==> src/rtl/rmq_pkg.sv <==
// Shared constants and widths for the rotation matrix to quaternion block.
// No dependencies; every other file imports this package.
package rmq_pkg;

	localparam int FRAC_BITS = 14;
	localparam int ONE       = 1 << FRAC_BITS;

	localparam int IN_W  = 16;
	localparam int QW_W  = 15;
	localparam int QV_W  = 16;

	localparam int T_W   = IN_W + 3;
	localparam int D_W   = IN_W + 1;
	localparam int MAG_W = IN_W + 1;

	localparam int SQ_X_W   = ((T_W - 1 + FRAC_BITS - 2 + 1) / 2) * 2;
	localparam int R_W      = SQ_X_W / 2;
	localparam int REM_W    = R_W + 2;
	localparam int SQ_STEPS = R_W;

	localparam int QB       = FRAC_BITS + 1;
	localparam int NUM_W    = MAG_W + FRAC_BITS + 1;
	localparam int DEN_W    = R_W + 2;
	localparam int DSH_W    = DEN_W + QB;
	localparam int DIV_W    = (NUM_W > DSH_W) ? NUM_W : DSH_W;
	localparam int DIV_LAT  = QB + 1;

	localparam int LAT      = 1 + SQ_STEPS + DIV_LAT + 1;

endpackage

==> src/rtl/rmq_div_pipe.sv <==
// Pipelined restoring divider: round(mag * ONE / (4 w)), clamped to ONE, signed.
// One quotient bit per stage; depends on rmq_pkg.
module rmq_div_pipe import rmq_pkg::*; (
	input  logic                    clk,
	input  logic                    en,
	input  logic [MAG_W-1:0]        mag,
	input  logic                    neg,
	input  logic [R_W-1:0]          w,
	output logic signed [QV_W-1:0]  q
);

	logic [DIV_W-1:0] rem_s [QB+1];
	logic [DIV_W-1:0] den_s [QB+1];
	logic [QB-1:0]    quo_s [QB+1];
	logic             neg_s [QB+1];
	logic             ovf_s [QB+1];

	logic [DIV_W-1:0] num0;
	logic [DIV_W-1:0] den0;

	assign num0 = (DIV_W'(mag) << FRAC_BITS) + (DIV_W'(w) << 1);
	assign den0 = DIV_W'(w) << 2;

	always_ff @(posedge clk) begin
		if (en) begin
			rem_s[0] <= num0;
			den_s[0] <= den0;
			quo_s[0] <= '0;
			neg_s[0] <= neg;
			ovf_s[0] <= num0 >= (den0 << QB);
		end
	end

	for (genvar i = 0; i < QB; i++) begin : g_step
		localparam int B = QB - 1 - i;
		logic [DIV_W-1:0] sh;
		logic             take;
		assign sh   = den_s[i] << B;
		assign take = rem_s[i] >= sh;
		always_ff @(posedge clk) begin
			if (en) begin
				rem_s[i+1] <= take ? rem_s[i] - sh : rem_s[i];
				quo_s[i+1] <= quo_s[i] | (QB'(take) << B);
				den_s[i+1] <= den_s[i];
				neg_s[i+1] <= neg_s[i];
				ovf_s[i+1] <= ovf_s[i];
			end
		end
	end

	logic [QB-1:0] qm;
	always_comb begin
		if (ovf_s[QB] || quo_s[QB] > QB'(ONE)) begin
			qm = QB'(ONE);
		end else begin
			qm = quo_s[QB];
		end
	end

	assign q = neg_s[QB] ? -$signed(QV_W'(qm)) : $signed(QV_W'(qm));

endmodule

==> config.mk <==
export PLATFORM = sky130hd
export DESIGN_NAME = rmq_div_pipe
export DESIGN_NICKNAME = d
export VERILOG_FILES = /design/src/rtl/rmq_pkg.sv /design/src/rtl/rmq_div_pipe.sv
export SDC_FILE = /design/constraint.sdc
export NUM_CORES = 1
export LEC_CHECK = 0
export BUFFER_PORTS_ARGS = -buffer_cell sky130_fd_sc_hd__buf_4
export CAP_MARGIN = 25
export CORE_ASPECT_RATIO = 0.5
export CORE_UTILIZATION = 58
export DETAILED_ROUTE_END_ITERATION = 8
export PLACE_DENSITY = 0.83
export SYNTH_ARGS = -nofsm -noshare
export SYNTH_HDL_FRONTEND = slang
export SYNTH_SLANG_ARGS = --single-unit
==> constraint.sdc <==
create_clock -name clk -period 3.6 [get_ports clk]
set_input_delay 0.72 -clock clk [delete_from_list [all_inputs] [get_ports clk]]
set_output_delay 0.72 -clock clk [all_outputs]
set_load 0.03 [all_outputs]
==> metrics.md <==
| Metric | Value |
|---|---|
| Total grt overflow | `0` |
| GRT Util Overall | `0.224` |
| Synth Area per Inst | `11.6 um^2` |
| Arr. time, crit path | `3.72 ns` |
| Failing checks | `negative setup slack` |
| Layout Skew | `0.0306 ns` |
| Syn Nets | `3578` |
| Synth top area cells | `edfxtp_1, ha_1, xnor2_1` |
| Total CTS buffers | `66` |
| Remaining DRCs | `0` |
| Peak supply drop | `0.000359 V` |
| CP peak stage delay | `0.55 ns` |
| Yosys warning total | `0` |
| CTS Buffer Depth | `3` |
| I/O pin count | `51` |
| Top-area cell type share of the netlist area | `0.561` |
| RSZ-0062 raised after global routing | `true` |
| Fmax | `225 MHz` |
| Placed cell areas | `40100 um^2` |
| Nets | `3709` |
| DRT Pass-1 Iters | `7` |
| CP required | `2.88 ns` |
| Core area | `65100 um^2` |
| Slowest-stage cell, CP | `or4_4` |
| Crit path kind | `reg -> out` |
| Tcrit/Tclk final | `1.23` |
| Die ar. | `66900 um^2` |
| Worst setup slack after layout | `-0.841 ns` |
| CP startpoint | `quo_s[1][109]` |
| Async SR Flop Fraction | `0` |
| Final Hold Viols | `0` |
| Crit Reg-Reg Startpoint | `den_s[10][2]` |
| Rows | `66` |
| Final instance area | `42600 um^2` |
| H-tree depth | `3` |
| Mapped cell area | `38200 um^2` |
| Later-pin clock latency in the skew report | `0.63 ns` |
| Final Power | `0.0298 W` |
| Critical path cell sequence | `or4_4 > nor3_4 > nand3_2 > or4_4 > a21oi_4 > nand2_2 > ha_4 > buf_4 > nand2_1 > a21oi_1 > a221o_1 > buf_6` |
| Share of post-route cells with drive strength above 1 | `0.0966` |
| Gpl congestion | `0.979` |
| Hold Crit Start | `w[1]` |
| Power Density | `700 nW/um^2` |
| Clock transition at the registers of the reported paths | `0.06 ns` |
| Initial antenna violation count | `1` |
| Root Driver | `clkbuf_16` |
| Leak Pwr | `16.5 nW` |
| Die Ht | `183 um` |
| Post-route minimum period | `4.44 ns` |
| Largest net degree at the start of global routing | `135` |
| CTS tree | `built` |
| Avg Vias per Cell | `5.83` |
| Post-Syn Instances | `3286` |
| Setup violators final | `15` |
| Synth cell types | `91` |
| Post-synthesis sequential area ratio | `0.561` |
| N_diodes | `0` |
| Total wire length | `74600 um` |
| Count of state elements after synthesis | `713` |
| Number of fill cells in the layout | `4691` |
| Area grow syn2layout | `11.4%` |
| Post-CTS Hold Buffers | `0` |
| CP dominant cell by count | `or4_4` |
| CTS sink count | `713` |
| Startpoint types | `flip-flop` |
| Slew Viols, Final | `0` |
| Number of global-route vias before repair | `25.4k` |
| Antenna Nets Post-Route | `0` |
| Worst slew margin | `0.507` |
| Largest area contributor in the netlist | `edfxtp_1` |
| DR iter-0 viols | `1342` |
| Placed Cells | `4221` |
| Status | `finished with violations` |
| Worst-Margin Slew | `0.721 ns` |
| EDFF count, synth | `713` |
| Critical Path Fanout Max | `4` |
| Top FF cell, synth | `edfxtp_1` |
| Chip width | `365 um` |
| Initial Util | `0.587` |
| Worst setup EP type | `output pin` |
| Vias | `25.4k` |
| Hold Crit Class | `in -> reg` |
| Max-cap viol count | `0` |
| I/O Buffers | `50` |
| First-pass GRT wire length | `121000 um` |
| Dpl hpwl | `53400 um` |
| WL/cell | `17.1 um` |
| Cell Count, Final, Fillers Out | `4353` |
[path summary, 6_finish.rpt]
path | slack, ns | endpoint | cells past startpoint
max | -0.84 | q[4] | 12
min reg2reg | 0.41 | quo_s[1][82] | 0
max reg2reg | 0.14 | rem_s[5][61] | 10
min | 0.29 | den_s[0][3] | 1
[area by class of cell]
class,instances,area (um^2),area share
Sequential cell,713,21400,0.503
Multi-Input combinational cell,2207,15500,0.365
Clock buffer,73,1700,0.0399
Inverter,307,1150,0.0271
Tap cell,884,1110,0.0260
Timing Repair Buffer,122,1100,0.0258
Clock inverter,47,561,0.0132
[report_power, final]
group	internal, W	leakage, nW	switching [W]	total, W
Clock	0.00424	1.10	0.00311	0.00735
Combinational	0.00436	8.52	0.00552	0.00988
Sequential	0.0115	6.85	0.00107	0.0126
[state kept, by name (all words and copies together), names as in the netlist]
register  cells
rem_s       349
ovf_s        16
den_s       212
neg_s        16
quo_s       120
[synthesized netlist by cell type (all sizes together), types with 43 or more instances]
cell type / instances
a21o: 70
a21oi: 199
edfxtp: 713
ha: 242
inv: 307
nand2: 245
nand2b: 47
nand3: 54
nor2: 199
nor3: 72
nor4: 47
o21a: 43
o21ai: 212
xnor2: 131
xor2: 125
[per-stage QoR]
step	TNS, ns	hold slack, ns	util	setup WS, ns
2_1_floorplan	-0.000827	0.400	-	-0.000827
3_3_place_gp	0	0.400	0.616	0.0177
3_5_place_dp	-0.244	0.405	0.616	-0.107
4_1_cts	-6.72	0.256	0.653	-0.655
5_1_grt	-12.52	0.261	0.654	-1.00
6_report	-10.17	0.291	0.654	-0.841
[critical path: cells and delay by family (launching register included)]
kind / cells / cell delay [ns]
simple gates: 6 / 1.63
compound gates: 3 / 0.57
flops: 1 / 0.42
buf+inv: 2 / 0.30
fa+ha+maj: 1 / 0.19
[cell usage in the layout, fill, tap and decap left out, types with 19 or more instances in the layout]
cell type  instances
edfxtp_1         713
inv_1            303
nand2_1          242
ha_1             241
o21ai_0          206
a21oi_1          196
nor2_1           195
xnor2_1          130
xor2_1           123
buf_4             98
nor3_1            69
a21o_1            68
clkbuf_16         67
nand3_1           52
nor4_1            47
nand2b_1          47
o21a_1            43
nor2b_1           41
a211oi_1          38
nand4_1           38
or3_1             34
o31ai_1           28
mux2_2            28
and3_1            25
or2_2             20
a31oi_1           19
[layer usage]
layer,GRT usage,share of wire,vias to the layer above
met1,0.233,0.37,12019
met5,0,0,-
li1,-,-,12387
met3,0.0325,0.038,255
met4,0.115,0.051,0
met2,0.435,0.54,722
[cell families (layout without fill, tap and decap cells)]
kind of cell,Yosys count,in the layout,share of synthesized area
mux,37,37,0.0106
xor+xnor,256,256,0.0587
flops,713,713,0.561
simple gates,907,907,0.121
fa+ha+maj,257,257,0.0871
buf+inv,366,549,0.0369
compound gates,750,750,0.125
[timing repair]
action | in CTS | in global routing
pin swaps | 6 | 9
resized for setup | 27 | 10
cloned | 0 | 0
buffers inserted | 9 | 3
endpoints found under the setup margin | 15 | 16
Note: power is estimated with default switching activity, not from simulation.
